File: src/design/pcf_pkg.sv
// shared types and constants for the pair contact force block
`default_nettype none
package pcf_pkg;
  localparam int FRAC_BITS = 16;

  localparam logic REG_SPRING  = 1'b0;
  localparam logic REG_DAMPING = 1'b1;

  localparam logic [30:0] SPRING_RST  = 31'd65536;
  localparam logic [30:0] DAMPING_RST = 31'd0;

  // pair data that travels alongside the arithmetic
  typedef struct packed {
    logic               hit;
    logic               dx_neg;
    logic               dy_neg;
    logic [31:0]        adx;
    logic [31:0]        ady;
    logic [31:0]        s;
    logic signed [32:0] dvx;
    logic signed [32:0] dvy;
  } pass_t;

  // square root working state
  typedef struct packed {
    logic [34:0] rem;
    logic [31:0] root;
    logic [63:0] v;
  } sq_t;
endpackage
`default_nettype wire

File: src/design/pcf_div_cell.sv
// one quotient bit of both normal components, registered
`default_nettype none
module pcf_div_cell #(
  parameter int QW = pcf_pkg::FRAC_BITS + 1
) (
  input  wire logic           clk,
  input  wire logic           rst_n,
  input  wire logic           en,
  input  wire logic           vld_i,
  input  wire pcf_pkg::pass_t pass_i,
  input  wire logic [31:0]    r_i,
  input  wire logic [32:0]    rx_i,
  input  wire logic [32:0]    ry_i,
  input  wire logic [QW-1:0]  qx_i,
  input  wire logic [QW-1:0]  qy_i,
  output logic                vld_o,
  output pcf_pkg::pass_t      pass_o,
  output logic [31:0]         r_o,
  output logic [32:0]         rx_o,
  output logic [32:0]         ry_o,
  output logic [QW-1:0]       qx_o,
  output logic [QW-1:0]       qy_o
);
  logic        gx, gy;
  logic [32:0] dx, dy;
  logic        vld_r;
  pcf_pkg::pass_t pass_r;
  logic [31:0] r_r;
  logic [32:0] rx_r, ry_r;
  logic [QW-1:0] qx_r, qy_r;

  always_comb begin
    gx = (rx_i >= {1'b0, r_i});
    gy = (ry_i >= {1'b0, r_i});
    dx = gx ? (rx_i - {1'b0, r_i}) : rx_i;
    dy = gy ? (ry_i - {1'b0, r_i}) : ry_i;
  end

  always_ff @(posedge clk) begin
    if (!rst_n) vld_r <= 1'b0;
    else if (en) vld_r <= vld_i;
  end

  always_ff @(posedge clk) begin
    if (en) begin
      pass_r <= pass_i;
      r_r    <= r_i;
      rx_r   <= {dx[31:0], 1'b0};
      ry_r   <= {dy[31:0], 1'b0};
      qx_r   <= {qx_i[QW-2:0], gx};
      qy_r   <= {qy_i[QW-2:0], gy};
    end
  end

  assign vld_o  = vld_r;
  assign pass_o = pass_r;
  assign r_o    = r_r;
  assign rx_o   = rx_r;
  assign ry_o   = ry_r;
  assign qx_o   = qx_r;
  assign qy_o   = qy_r;
endmodule
`default_nettype wire

File: config.mk
export PLATFORM = sky130hd
export DESIGN_NAME = pcf_div_cell
export DESIGN_NICKNAME = d
export VERILOG_FILES = /design/src/design/pcf_pkg.sv /design/src/design/pcf_div_cell.sv
export SDC_FILE = /design/constraint.sdc
export NUM_CORES = 1
export LEC_CHECK = 0
export BUFFER_PORTS_ARGS = -buffer_cell sky130_fd_sc_hd__buf_2
export CAP_MARGIN = 25
export CORE_AREA = 2 2 232 234
export DETAILED_ROUTE_END_ITERATION = 12
export DIE_AREA = 0 0 234 236
export SLEW_MARGIN = 20
export SYNTH_ARGS = -nofsm -noshare
export SYNTH_HDL_FRONTEND = slang
export SYNTH_SLANG_ARGS = --single-unit
File: constraint.sdc
create_clock -name clk -period 6.9 [get_ports clk]
set_input_delay 0.345 -clock clk [delete_from_list [all_inputs] [get_ports clk]]
set_output_delay 0.345 -clock clk [all_outputs]
set_load 0.03 [all_outputs]
==> results by group <==
Logic synthesis
  • Async SR Flop Fraction: 0%
  • Synth Area in Compound Gates: between 10% and 20%
  • Synth area leaders: edfxtp_1 (68%), ha_1 (6.1%), nand2_1 (2.8%), o21ai_0 (2.7%), a21oi_1 (2.4%)
  • Synth Area in Adders: between 6 and 7%
  • Post-synthesis cell count: just under 1000
  • YS warnings: 0
  • Mapped Area: 0.0131 sq mm
  • Synth Flop Type: edfxtp_1
  • Post-synthesis mux area share: less than 1%
  • Synthesized flop and latch total: 296
  • Average instance area after synthesis: roughly 14 sq um
  • Largest family of logic cells by synthesized area: compound AO/OA/AOI/OAI gates
  • Post-synthesis xor/xnor area fraction: 3.75%
  • Post-synth cell types: 57
  • Sequential fraction of the synthesis area: between 60% and 70%
  • Share of Yosys cell area claimed by the top area cell type: between 60% and 70%
  • Synth Area in Simple Gates: ~7.5%
  • Synth area leader: edfxtp_1
  • Number of synthesized flops with an enable pin: a little under 300

Place
  • Gpl congestion: ~0.86
  • Port buffer count: around 590
  • Hpwl dp: roughly 39 mm

Cells and area
  • Fin util: 38.3%
  • Commonest non-fill, non-tap cell in the layout: buf_2
  • Final net count: 2164
  • Commonest cells after routing, fill and taps aside: buf_2 (593), edfxtp_1 (295), dlygate4sd3_1 (226)
  • Share of post-route cells with drive strength above 1: between 30% and 40%
  • Layout area overhead: 55.4%

Floorplanning
  • Die Wd: ~230 microns
  • Vert. Die Dim: approximately 240 microns
  • Die ar.: between 0.05 and 0.06 sq mm
  • Core Region: between 0.05 and 0.06 sq mm
  • # rows: 85
  • Initial Utilization: between 20 and 25%
  • Io pins: approximately 600

Setup path
  • Worst setup EP type: flop
  • FF-to-FF Start: vld_o
  • CP max FO: 37
  • Worst Path Arrival: around 4 ns
  • FF-to-FF End: vld_o
  • Worst-case reg-to-reg path depth: 2
  • Reg-to-reg setup timing slack: 6.29 ns
  • CP startpoint kind: input pin
  • Data required, critical path: between 7 and 8 ns
  • Critical path class: in -> reg

STA
  • Worst Hold Slack: approximately 0.036 ns
  • Final Setup Violations: 0
  • Part of the cycle the worst path needs: between 50% and 60%
  • TNS Setup: 0 ns
  • Final Hold Fails: 0
  • RSZ-0062 raised after global routing: false
  • Tightest Pin Transition: between 0.9 and 1 ns
  • Worst slew margin: 36.9%
  • Tmin final: ~3.8 ns
  • Max frequency: between 0.2 and 0.3 GHz
  • Final slew viol count: 0
  • Worst Skew: 0 ns

Clock tree
  • Root buffer cell: clkbuf_16
  • TritonCTS Buffers: 37
  • Max Buffers Root-to-Sink: 3
  • CTS tree: yes
  • Skew-Pair Late Insertion Delay: approximately 0.52 ns
  • H-tree levels: 2
  • Clock Sinks: just under 300
  • Clock Pin Slew Worst Setup and Hold Paths: 0.05 ns

Outcome
  • Status: completed

Route
  • Via count: between 10000 and 15000
  • First DRT Iteration DRCs: ~500
  • TritonRoute pass-1 iters: 5
  • Post-DR wirelength/cell: roughly 21 microns
  • Post-route ant nets: 0
  • DR DRC count: 0
  • Vias per cell: approximately 4.5
  • Drt total wl: around 52 mm

Pwr
  • Switching fraction of total power: between 30% and 40%
  • P_leak: 8.77 nW
  • Clock power share: a little over a third
  • Internal: roughly 3.8 mW
  • Comb power frac: between 20% and 30%
  • Tot Pwr: 5.47 mW
  • PwrDens: about 270 mW/mm^2
  • Sequential share of power: between 40% and 50%
  • Net switching power: 1.68 mW
  • Worst-case vdd ir drop: about 0.16 mV

Min path
  • Hold path startpoint: r_i[18]
  • Worst min path class: in -> reg
  • Hold depth: 1
  • Min-Delay Endpoint: r_o[18]

Global route
  • Total global routing overflow: 0
  • First-pass GRT wire length: ~74 mm
  • Number of global-route vias before repair: between 10000 and 15000
  • Largest net degree at the start of global routing: 146
  • Initial antenna violation count: 9
  • Total GRT Usage: between 10% and 20%

Run
  • Max-Cap Viols: 0
[final cells by class]
| cell class | instances | area, sq um |
|---|---|---|
| Clock inverter | 21 | 231 |
| Clock buffer | 44 | 972 |
| Antenna cell | 6 | 15.0 |
| Timing Repair Buffer | 824 | 5300 |
| Multi-Input combinational cell | 582 | 3860 |
| Tap cell | 696 | 871 |
| Inverter | 56 | 210 |
| Fill cell | 5073 | 32700 |
| Sequential cell | 296 | 8880 |
[power by group through the flow]
stage / Combinational [mW] / Sequential (mW) / Clock, mW
2_1_floorplan: 0.351 / 2.64 / 0
3_3_place_gp: 1.16 / 2.27 / 0
3_5_place_dp: 1.17 / 2.28 / 0
4_1_cts: 1.28 / 2.24 / 2.02
5_1_grt: 1.36 / 2.26 / 2.09
6_report: 1.28 / 2.24 / 1.95
[worst max-delay path, cell delays in order]
cell and delay (ns):
dlygate4sd3_1 0.52, buf_2 0.13, inv_1 0.09, ha_1 0.43, and3_1 0.34, nand4_1 0.11, or3_1 0.35, o41a_1 0.47
and3_1 0.20, a21oi_2 0.11, nand2_2 0.28, buf_12 0.28, inv_2 0.11, mux2_2 0.34
[registers in the layout, summed over array words and instances, names as in the netlist]
register  count
rx_o         32
r_o          32
vld_o         1
qx_o         17
ry_o         32
qy_o         17
pass_o      165
[cell usage after synthesis (3+ instances only)]
| library cell | count |
|---|---|
| a211oi_1 | 5 |
| a21o_1 | 25 |
| a21oi_1 | 64 |
| a31o_2 | 4 |
| a31oi_1 | 9 |
| and2_1 | 6 |
| and3_1 | 9 |
| buf_2 | 5 |
| buf_6 | 3 |
| clkbuf_1 | 20 |
| edfxtp_1 | 295 |
| ha_1 | 64 |
| inv_1 | 55 |
| mux2_2 | 6 |
| nand2_1 | 97 |
| nand2b_1 | 6 |
| nand3_1 | 25 |
| nand4_1 | 15 |
| nor2_1 | 28 |
| nor2b_1 | 10 |
| nor3_1 | 7 |
| o211ai_1 | 6 |
| o21ai_0 | 70 |
| o21ai_1 | 17 |
| o21bai_1 | 13 |
| xnor2_1 | 26 |
| xor2_1 | 30 |
[kinds of logic after synthesis]
family / after synthesis
xor gates and xnor gates: 56
adders and majority gates: 66
other: 1
muxes: 8
DFF: 296
AOI/OAI and AO/OA: 238
buffers and inverters: 86
and+or+nand+nor: 212
[how the worst max path moves through the flow]
stage / from / end / slack (ns) / cells after the start
2_1_floorplan: r_i[17] / ry_o[15] / 4.12 / 11
3_3_place_gp: r_i[17] / ry_o[16] / 2.76 / 12
3_5_place_dp: r_i[19] / ry_o[15] / 3.07 / 13
4_1_cts: r_i[19] / ry_o[15] / 3.11 / 14
5_1_grt: r_i[19] / ry_o[16] / 2.89 / 14
6_report: r_i[19] / ry_o[15] / 3.08 / 14
[layer usage]
layer	vias up	part of all wire, %	global-route usage (%)
li1	5274	-	-
met1	5498	37	19.2
met2	451	52	33.5
met3	99	6.6	4.46
met4	6	4.1	7.46
met5	-	0.067	0
[what timing repair did]
action	4_1_cts	5_1_grt
hold buffers	226	0
setup buffers	0	0
gates resized for setup	0	0
hold endpoints to repair	226	0
[metrics by stage]
step / setup WS (ns) / instances / cell area [sq um]
after global placement: 2.76 / 2227 / 16800
after CTS: 3.11 / 2519 / 20300
final: 3.08 / 2525 / 20300
after global routing: 2.89 / 2524 / 20300
after floorplan: 4.12 / 964 / 13100
after detailed placement: 3.07 / 2228 / 16900
(Power assumes the default switching activity.)
