## src/design/pcf_pkg.sv

```systemverilog
// shared types and constants for the pair contact force block
`default_nettype none
package pcf_pkg;
  localparam int FRAC_BITS = 16;

  localparam logic REG_SPRING  = 1'b0;
  localparam logic REG_DAMPING = 1'b1;

  localparam logic [30:0] SPRING_RST  = 31'd65536;
  localparam logic [30:0] DAMPING_RST = 31'd0;

  // pair data that travels alongside the arithmetic
  typedef struct packed {
    logic               hit;
    logic               dx_neg;
    logic               dy_neg;
    logic [31:0]        adx;
    logic [31:0]        ady;
    logic [31:0]        s;
    logic signed [32:0] dvx;
    logic signed [32:0] dvy;
  } pass_t;

  // square root working state
  typedef struct packed {
    logic [34:0] rem;
    logic [31:0] root;
    logic [63:0] v;
  } sq_t;
endpackage
`default_nettype wire

```

## src/design/pcf_sqrt_cell.sv

```systemverilog
// one bit of the integer square root, registered
`default_nettype none
module pcf_sqrt_cell (
  input  wire logic           clk,
  input  wire logic           rst_n,
  input  wire logic           en,
  input  wire logic           vld_i,
  input  wire pcf_pkg::pass_t pass_i,
  input  wire pcf_pkg::sq_t   sq_i,
  output logic                vld_o,
  output pcf_pkg::pass_t      pass_o,
  output pcf_pkg::sq_t        sq_o
);
  logic [34:0]  rem_sh;
  logic [34:0]  trial;
  logic         ge;
  pcf_pkg::sq_t sq_nxt;
  logic         vld_r;
  pcf_pkg::pass_t pass_r;
  pcf_pkg::sq_t sq_r;

  always_comb begin
    rem_sh      = {sq_i.rem[32:0], sq_i.v[63:62]};
    trial       = {1'b0, sq_i.root, 2'b01};
    ge          = (rem_sh >= trial);
    sq_nxt.rem  = ge ? (rem_sh - trial) : rem_sh;
    sq_nxt.root = {sq_i.root[30:0], ge};
    sq_nxt.v    = {sq_i.v[61:0], 2'b00};
  end

  always_ff @(posedge clk) begin
    if (!rst_n) vld_r <= 1'b0;
    else if (en) vld_r <= vld_i;
  end

  always_ff @(posedge clk) begin
    if (en) begin
      pass_r <= pass_i;
      sq_r   <= sq_nxt;
    end
  end

  assign vld_o  = vld_r;
  assign pass_o = pass_r;
  assign sq_o   = sq_r;
endmodule
`default_nettype wire

```

## config.mk

```make
export PLATFORM = sky130hd
export DESIGN_NAME = pcf_sqrt_cell
export DESIGN_NICKNAME = d
export VERILOG_FILES = /design/src/design/pcf_pkg.sv /design/src/design/pcf_sqrt_cell.sv
export SDC_FILE = /design/constraint.sdc
export NUM_CORES = 1
export LEC_CHECK = 0
export BUFFER_PORTS_ARGS = -buffer_cell sky130_fd_sc_hd__buf_2
export CAP_MARGIN = 20
export CORE_AREA = 3 3 234 236
export DETAILED_ROUTE_END_ITERATION = 6
export DIE_AREA = 0 0 237 239
export PLACE_DENSITY = 0.47
export SYNTH_ARGS = -nofsm -noshare
export SYNTH_HDL_FRONTEND = slang
export SYNTH_SLANG_ARGS = --single-unit
```

## constraint.sdc

```tcl
create_clock -name clk -period 3 [get_ports clk]
set_clock_uncertainty 0.1 [all_clocks]
set_input_delay 0.6 -clock clk [delete_from_list [all_inputs] [get_ports clk]]
set_output_delay 0.6 -clock clk [all_outputs]
set_load 0.02 [all_outputs]
```

==> impl_metrics.json, run 1 <==
{
  "synthArstFlopShare_pct": 0,
  "vias": 8766,
  "ant_nets": 0,
  "clock_path_buffers": 3,
  "numClockSinks": 295,
  "drcViolationCount": 0,
  "die_h_um": 239,
  "design_area_mm2": 0.0174,
  "start_util_pct": 21.5,
  "p_sw_mw": 3.06,
  "clkLatencyLatePin_ps": 510,
  "clock-root-buffer": "clkbuf_16",
  "wl_per_cell_um": 20.3,
  "yosysMostFrequentCell": "edfxtp_1",
  "grt_usage_pct": 14.7,
  "grt_pass1_wl_um": 61200,
  "nNetsFinal": 1777,
  "outcome": "finished clean",
  "cts_resized": 0,
  "maxCapViolCount": 0,
  "ys_ff_latch": 295,
  "synth-edff-count": 294,
  "crit_arrival_ps": 3090,
  "cts_setup_buffers": 0,
  "rows": 84,
  "tightestPinTransition_ps": 518,
  "synthFlopType": "edfxtp_1",
  "yosysSeqAreaShare_pct": 78.2,
  "synthCells": 697,
  "period_minus_slack_ps": 2800,
  "htreeDepth": 2,
  "dr.pass1.iters": 4,
  "dp.cells": 2094,
  "tritoncts": "yes",
  "leakagePower_nw": 7.66,
  "core_area_mm2": 0.0527,
  "place_congestion": 0.814,
  "setup_tns_ps": 0,
  "ios": 597,
  "clk_pin_slew_worst_paths_ps": 60,
  "area_growth_pct": 53.4,
  "vias_per_cell": 4.05,
  "yosys.area.top_type": "edfxtp_1",
  "yosys-top-cells-area": "edfxtp_1 (78%), ha_1 (3.8%), a21oi_1 (2.3%)",
  "dp_hpwl_um": 35900,
  "crit_fanout": 4,
  "netlist_top_cells_count": "edfxtp_1 (294), a21oi_1 (51), nand2_1 (43), nor2_1 (43), inv_1 (37)",
  "p_total_mw": 11.3,
  "crit_required_ps": 3290,
  "drt_wl_total_um": 43900,
  "rsz0062_at_grt": "false",
  "clockPowerShare_pct": 36.8,
  "timing.final.crit_share_pct": 93.4,
  "drv_slew": 0,
  "relSlewSlack_pct": 65.0,
  "drt_iter0_drc": 373,
  "stdcell_count": 2165,
  "grt_max_degree": 59,
  "grt_pass1_vias": 9021,
  "dieArea_mm2": 0.0566,
  "synth_area_mm2": 0.0113,
  "final_hold_viol_count": 0,
  "hold_class": "in -> reg",
  "synth_warnings": 0,
  "fmax_mhz": 357,
  "numCtsBuffers": 35,
  "end_kind": "flip-flop",
  "p_int_mw": 8.27,
  "drive_gt1_share_pct": 54.2,
  "irDropWorstVdd_mv": 0.296,
  "cts-hold-fix-buffers": 0,
  "critical_path_class": "in -> reg",
  "setup_viol": 0,
  "seqPwrFrac_pct": 44.7,
  "hold-worst-slack_ps": 143,
  "start_kind": "primary input",
  "die_w_um": 237,
  "grt_remaining_overflow": 0,
  "pre_cts_slack_ps": -362,
  "power_frac_comb_pct": 18.6,
  "synth_top_area_share_pct": 78.0,
  "sw_frac_of_total_pct": 27.0,
  "placed_area_mm2": 0.0162,
  "powerDensity_mw_per_mm2": 653,
  "antenna_found_initial": 19,
  "port_buffers": 592,
  "synth_cell_types": 52,
  "fin_ws_ps": 198,
  "syn_avg_cell_area_um2": 16.2,
  "fin_util_pct": 33.0
}
[logic make-up after synthesis]
logic type | after synthesis | share of synthesized area, %
adders and majority gates | 34 | 3.76
muxes | 3 | 0.276
other | 1 | 0.0331
buffers and inverters | 62 | 2.34
and+or+nand+nor | 142 | 5.90
DFF | 295 | 78.2
xor gates and xnor gates | 28 | 2.17
AOI/OAI and AO/OA | 132 | 7.32
[layout make-up]
type                            count  area (um2)
Fill cell                        5368       35300
Sequential cell                   295        8850
Timing Repair Buffer              732        4110
Multi-Input combinational cell    341        2250
Clock buffer                       48         946
Tap cell                          688         861
Clock inverter                     14         168
Inverter                           38         143
Antenna cell                        9        22.5
[registers in the layout, indices dropped and copies added, names as in the netlist]
register and cells:
sq_o 129, vld_o 1, pass_o 165
[worst paths after layout]
path	slack (ps)	cells past startpoint	end	from
worst max register to register	2320	2	vld_o$_SDFFE_PN0P_	vld_o$_SDFFE_PN0P_
worst max-delay path	200	11	sq_o[130]$_DFFE_PP_	sq_i[79]
worst min register to register	420	2	vld_o$_SDFFE_PN0P_	vld_o$_SDFFE_PN0P_
worst min-delay path	140	1	sq_o[42]$_DFFE_PP_	sq_i[40]
[cells in the final DEF (no fill, tap or decap), types with 4 or more instances in the layout]
master	n
clkbuf_16	36
nand3_1	12
nand4_1	7
inv_1	36
nor3_1	6
nand2_1	43
o21a_1	4
xnor2_1	16
o21ai_0	19
a211oi_1	8
a21o_1	14
xor2_1	12
edfxtp_1	294
ha_1	32
a21oi_1	50
nand2b_1	8
diode_2	9
buf_4	133
clkinv_2	4
buf_12	7
nor2_1	43
clkbuf_1	12
a31oi_1	6
o211ai_1	5
buf_2	591
and3_1	7
[critical path, cell delays in order]
cell	delay (ps)
buf_2	90
inv_1	80
ha_1	370
a21oi_1	180
o21ai_0	170
a311oi_1	360
nand3_1	210
a211oi_1	340
o311ai_0	260
a211oi_1	290
a31o_2	130
[layer usage]
metal  track usage (%)  wire length (um)  vias to the layer above
met5                 0                93                        -
met4              4.58              1330                       14
li1                  -                 -                     4157
met1              15.4             15300                     4153
met2              27.4             23500                      363
met3              5.12              3690                       79
[power groups by stage]
stage	Combinational (mW)	Clock (mW)	Sequential, mW
global route	2.28	4.50	5.10
finish	2.10	4.17	5.06
CTS	2.15	4.34	5.07
global placement	2.14	0	5.14
detailed placement	2.14	0	5.15
floorplan	0.517	0	5.64
Power figures use the tool's default switching activity.
==> run 2, diff against run 1 <==
CORE_AREA = 3 3 231 233   (was 3 3 234 236)
DIE_AREA = 0 0 234 236   (was 0 0 237 239)
clock period = 2.89 ns   (was 3 ns; I/O delays follow)
==> run 2 against run 1 <==
Net effect:
- sequential cell count unchanged
- cell area increased by 0.53%
- critical path depth increased by 1
- setup slack got worse by 30 ps
- power increased by 4.2%
- register-to-register slack got worse by 110 ps
- highest routed layer unchanged
- utilization increased by 0.98 points
- global-route usage decreased by 0.29 points
==> impl_metrics.json, run 2 (same netlist as run 1, synthesis figures left out) <==
{
  "crit_fanout": 5,
  "grt_pass1_wl_um": 58400,
  "p_total_mw": 11.8,
  "dieArea_mm2": 0.0552,
  "port_buffers": 592,
  "leakagePower_nw": 7.70,
  "hp-start": "pass_i[121]",
  "numCtsBuffers": 36,
  "grt_remaining_overflow": 0,
  "vias_per_cell": 4.07,
  "period_minus_slack_ps": 2720,
  "place_congestion": 0.848,
  "hold-worst-slack_ps": 126,
  "die_h_um": 236,
  "clkLatencyLatePin_ps": 520,
  "drive_gt1_share_pct": 55.2,
  "reg2reg_setup_slack_ps": 2210,
  "nNetsFinal": 1783,
  "outcome": "finished clean",
  "grt_max_degree": 58,
  "clock_path_buffers": 3,
  "cpMaxStageDelayCell": "o41ai_1",
  "dp_hpwl_um": 34300,
  "largest_reg_flops": 165,
  "drcViolationCount": 0,
  "rr_endpoint": "vld_o$_SDFFE_PN0P_",
  "numClockSinks": 295,
  "htreeDepth": 2,
  "hold_path_end": "pass_o[121]$_DFFE_PP_",
  "critical_path_class": "in -> reg",
  "clock-root-buffer": "clkbuf_16",
  "die_w_um": 234,
  "clk_pin_slew_worst_paths_ps": 60,
  "start_kind": "primary input",
  "critical-path-max-stage-delay_ps": 460,
  "vias": 8799,
  "hold_depth": 1,
  "core_area_mm2": 0.0514,
  "dr.pass1.iters": 5,
  "antenna_found_initial": 17,
  "end_kind": "flip-flop",
  "final_common_cell": "buf_2",
  "drv_slew": 0,
  "crit_required_ps": 3060,
  "drt_wl_total_um": 41900,
  "pre_cts_slack_ps": -433,
  "hold_class": "in -> reg",
  "fmax_mhz": 367,
  "setup_viol": 0,
  "crit_arrival_ps": 2890,
  "rsz0062_at_grt": "false",
  "area_growth_pct": 54.2,
  "tightestPinTransition_ps": 505,
  "cp_cell_sequence": "buf_2, inv_1, ha_1, and3_1, nand4_1, o21bai_1, nand3_1, a211oi_1, o41ai_1, buf_4, xnor2_1, a21oi_1",
  "powerDensity_mw_per_mm2": 677,
  "rows": 83,
  "timing.final.crit_share_pct": 94.2,
  "fin_ws_ps": 168,
  "ant_nets": 0,
  "grt_usage_pct": 14.4,
  "mostFrequentLayoutCells": "buf_2 (591), edfxtp_1 (294), buf_4 (141)",
  "setup_tns_ps": 0,
  "final_hold_viol_count": 0,
  "grt_pass1_vias": 8953,
  "ios": 597,
  "maxCapViolCount": 0,
  "stdcell_count": 2162,
  "relSlewSlack_pct": 66.4,
  "irDropWorstVdd_mv": 0.307,
  "r2r_cells": 2,
  "start_util_pct": 22.0,
  "wl_per_cell_um": 19.4,
  "drt_iter0_drc": 332,
  "reg2reg_from": "vld_o$_SDFFE_PN0P_",
  "tritoncts": "yes",
  "dp.cells": 2090
}
[run 2: cell count changes in the layout (fill, tap and decap cells not counted), sizes merged]
cell      previous run  this run
clkinv               9        13
buf                732       737
clkbuf              48        46
clkinvlp             1         0
inv                 39        38
[run 2: repair_timing]
item                       in CTS  in global routing
buffers inserted                0                  1
resized for setup               0                  4
hold buffers                    0                  0
setup endpoints to repair       0                 12
[run 2: layout make-up]
class	count	area (um2)
Antenna cell	9	22.5
Clock buffer	46	981
Clock inverter	16	161
Fill cell	5165	34000
Inverter	38	148
Multi-Input combinational cell	341	2320
Sequential cell	295	8850
Tap cell	680	851
Timing Repair Buffer	737	4110
[run 2: worst max path at each step]
| stage | from | to | slack, ps | depth (start not counted) |
|---|---|---|---|---|
| 6_report | sq_i[74] | sq_o[116]$_DFFE_PP_ | 170 | 12 |
| 5_1_grt | sq_i[74] | sq_o[122]$_DFFE_PP_ | 10 | 13 |
| 4_1_cts | sq_i[71] | sq_o[128]$_DFFE_PP_ | 130 | 13 |
| 3_5_place_dp | sq_i[71] | sq_o[124]$_DFFE_PP_ | -430 | 13 |
| 3_3_place_gp | sq_i[71] | sq_o[116]$_DFFE_PP_ | -400 | 13 |
| 2_1_floorplan | sq_i[120] | sq_o[118]$_DFFE_PP_ | -20 | 13 |
[run 2: per-stage QoR]
stage / utilization [%] / area (um2)
after floorplan: - / 11500
after global placement: 31.6 / 16300
after detailed placement: 31.6 / 16300
after CTS: 33.8 / 17400
after global routing: 33.9 / 17400
final: 33.9 / 17400
[run 2: report_power, final]
part | total [mW] | leakage [nW] | internal [mW] | switching (mW)
clock | 4.38 | 0.565 | 2.66 | 1.71
combinational | 2.17 | 4.25 | 0.849 | 1.32
sequential | 5.26 | 2.89 | 5.16 | 0.0946
total | 11.8 | 7.70 | 8.67 | 3.13
[run 2: critical path: cells and delay by family]
family	cells	cell delay [ps]
AOI/OAI and AO/OA	4	910
adders and majority gates	1	380
and+or+nand+nor	3	520
xor gates and xnor gates	1	140
buffers and inverters	3	350
[run 2: routing by layer]
layer	routed length (um)	share of wire (%)	global-route usage [%]	vias to the layer above
met5	64	0.15	0	-
met4	1310	3.1	5.73	10
met3	3290	7.8	4.43	71
met2	22900	55	27.2	354
met1	14300	34	14.4	4204
li1	-	-	-	4160
==> run 3, diff against run 2 <==
CORE_AREA = 5 5 226 228   (was 3 3 231 233)
DIE_AREA = 0 0 231 233   (was 0 0 234 236)
PLACE_DENSITY = 0.49   (was 0.47)
==> run 3 against run 2 <==
Net effect:
- largest power group unchanged
- hold slack worse by 7.9 ps
- sequential power about the same
- highest routed layer unchanged
- combinational power about the same
- utilization up 1.5 points
- largest cell class unchanged
==> impl_metrics.json, run 3 (same netlist as run 1, synthesis figures left out) <==
{
  "hold-worst-slack_ps": 118,
  "largest_reg_flops": 165,
  "period_minus_slack_ps": 2790,
  "n_fill_cell": 4829,
  "clkLatencyLatePin_ps": 520,
  "end_kind": "flip-flop",
  "ios": 597,
  "clock-root-buffer": "clkbuf_16",
  "crit_arrival_ps": 3060,
  "area_growth_pct": 52.4,
  "start_util_pct": 23.3,
  "grt_max_degree": 60,
  "regArea_mm2": 0.00885,
  "numClockSinks": 295,
  "wl_per_cell_um": 20.1,
  "clk_pin_slew_worst_paths_ps": 60,
  "tritoncts": "yes",
  "multi_input_area_mm2": 0.00233,
  "powerDensity_mw_per_mm2": 672,
  "drt_iter0_drc": 423,
  "outcome": "finished clean",
  "drive_gt1_share_pct": 54.7,
  "critical-path-max-stage-delay_ps": 380,
  "critical_path_class": "in -> reg",
  "irDropWorstVdd_mv": 0.415,
  "cts_setup_buffers": 0,
  "clock_path_buffers": 3,
  "drcViolationCount": 0,
  "setup_tns_ps": 0,
  "grt_pass1_vias": 8914,
  "drt_wl_total_um": 42000,
  "tightestPinTransition_ps": 518,
  "start_kind": "primary input",
  "maxCapViolCount": 0,
  "fin_util_pct": 35.5,
  "crit_required_ps": 3160,
  "numCtsBuffers": 36,
  "final_common_cell": "buf_2",
  "die_h_um": 233,
  "vias": 8675,
  "die_w_um": 231,
  "timing.final.crit_share_pct": 96.5,
  "antenna_found_initial": 18,
  "mostFrequentLayoutCells": "buf_2 (591), edfxtp_1 (294), buf_4 (125)",
  "grt_remaining_overflow": 0,
  "final_hold_viol_count": 0,
  "dp_hpwl_um": 34200,
  "relSlewSlack_pct": 65.5,
  "rows": 81,
  "nNetsFinal": 1770,
  "htreeDepth": 2,
  "crit_fanout": 13,
  "vias_per_cell": 4.15,
  "place_congestion": 0.825,
  "grt_pass1_wl_um": 58100,
  "fmax_mhz": 359,
  "dr.pass1.iters": 5,
  "port_buffers": 592,
  "setup_viol": 0,
  "drv_slew": 0,
  "grt_usage_pct": 14.4,
  "hold_class": "in -> reg",
  "dieArea_mm2": 0.0538,
  "cpMaxStageDelayCell": "a311o_1",
  "ant_nets": 0,
  "cp_cell_sequence": "buf_2, inv_1, ha_1, a21oi_2, nand2b_1, a311o_1, and3_1, or3_1, nand2_2, inv_2, buf_12, o211a_1, nor3_2",
  "core_area_mm2": 0.0486,
  "leakagePower_nw": 7.61
}
==> run 3: changes by cell type in the layout (fill, tap and decap cells not counted), moves of 2 or more <==
| cell | delta |
|---|---|
| buf_12 | +3 |
| buf_4 | -16 |
| bufinv_16 | -2 |
| clkbuf_16 | -2 |
| clkinv_1 | +4 |
| clkinv_2 | -5 |
| clkinv_4 | +2 |
| clkinvlp_4 | +2 |
| diode_2 | -2 |
==> run 3: worst paths after layout <==
kind                       from                   to  slack, ps  cells after the start
max                    sq_i[74]  sq_o[124]$_DFFE_PP_        100                     13
min                    sq_i[34]   sq_o[36]$_DFFE_PP_        120                      1
max reg2reg  vld_o$_SDFFE_PN0P_   vld_o$_SDFFE_PN0P_       2200                      2
min reg2reg  vld_o$_SDFFE_PN0P_   vld_o$_SDFFE_PN0P_        420                      2
==> run 3: timing repair <==
action                     4_1_cts  5_1_grt
setup endpoints to repair        0       12
gates resized for setup          0        5
hold endpoints to repair         0        0
hold buffers                     0        0
==> run 3: per-layer routing <==
metal	up-vias	track usage, %	wire [um]
li1	4142	-	-
met1	4118	15.0	14900
met2	337	27.9	22900
met3	64	4.69	3150
met4	14	3.81	891
met5	-	0	90
==> run 3: cell type report <==
cell class | instances | share of cell area, %
clock inverters | 19 | 0.885
flip-flops and latches | 295 | 51.3
well taps | 622 | 4.51
clock buffers | 43 | 5.38
inverters | 38 | 0.856
diodes | 7 | 0.102
repair buffers | 724 | 23.5
multi-input cells | 341 | 13.5
==> run 3: critical path: cells and delay by family <==
| family | cells | cell delay (ps) |
|---|---|---|
| compound gates | 3 | 720 |
| fa+ha+maj | 1 | 360 |
| buf+inv | 4 | 460 |
| simple gates | 5 | 940 |
==> run 3: power by group <==
part           switching (mW)  internal, mW
logic                    1.33         0.850
registers              0.0877          5.16
clock network            1.76          2.40
==> run 3: stage by stage <==
stage	power [mW]	cells	setup WS, ps	cell area (um2)
after floorplan	6.41	698	-19.2	11500
final	11.6	2089	101	17200
after global routing	12.1	2087	-8.39	17200
after CTS	11.8	2082	102	17200
after detailed placement	7.54	2020	-452	16100
after global placement	7.53	2020	-469	16100
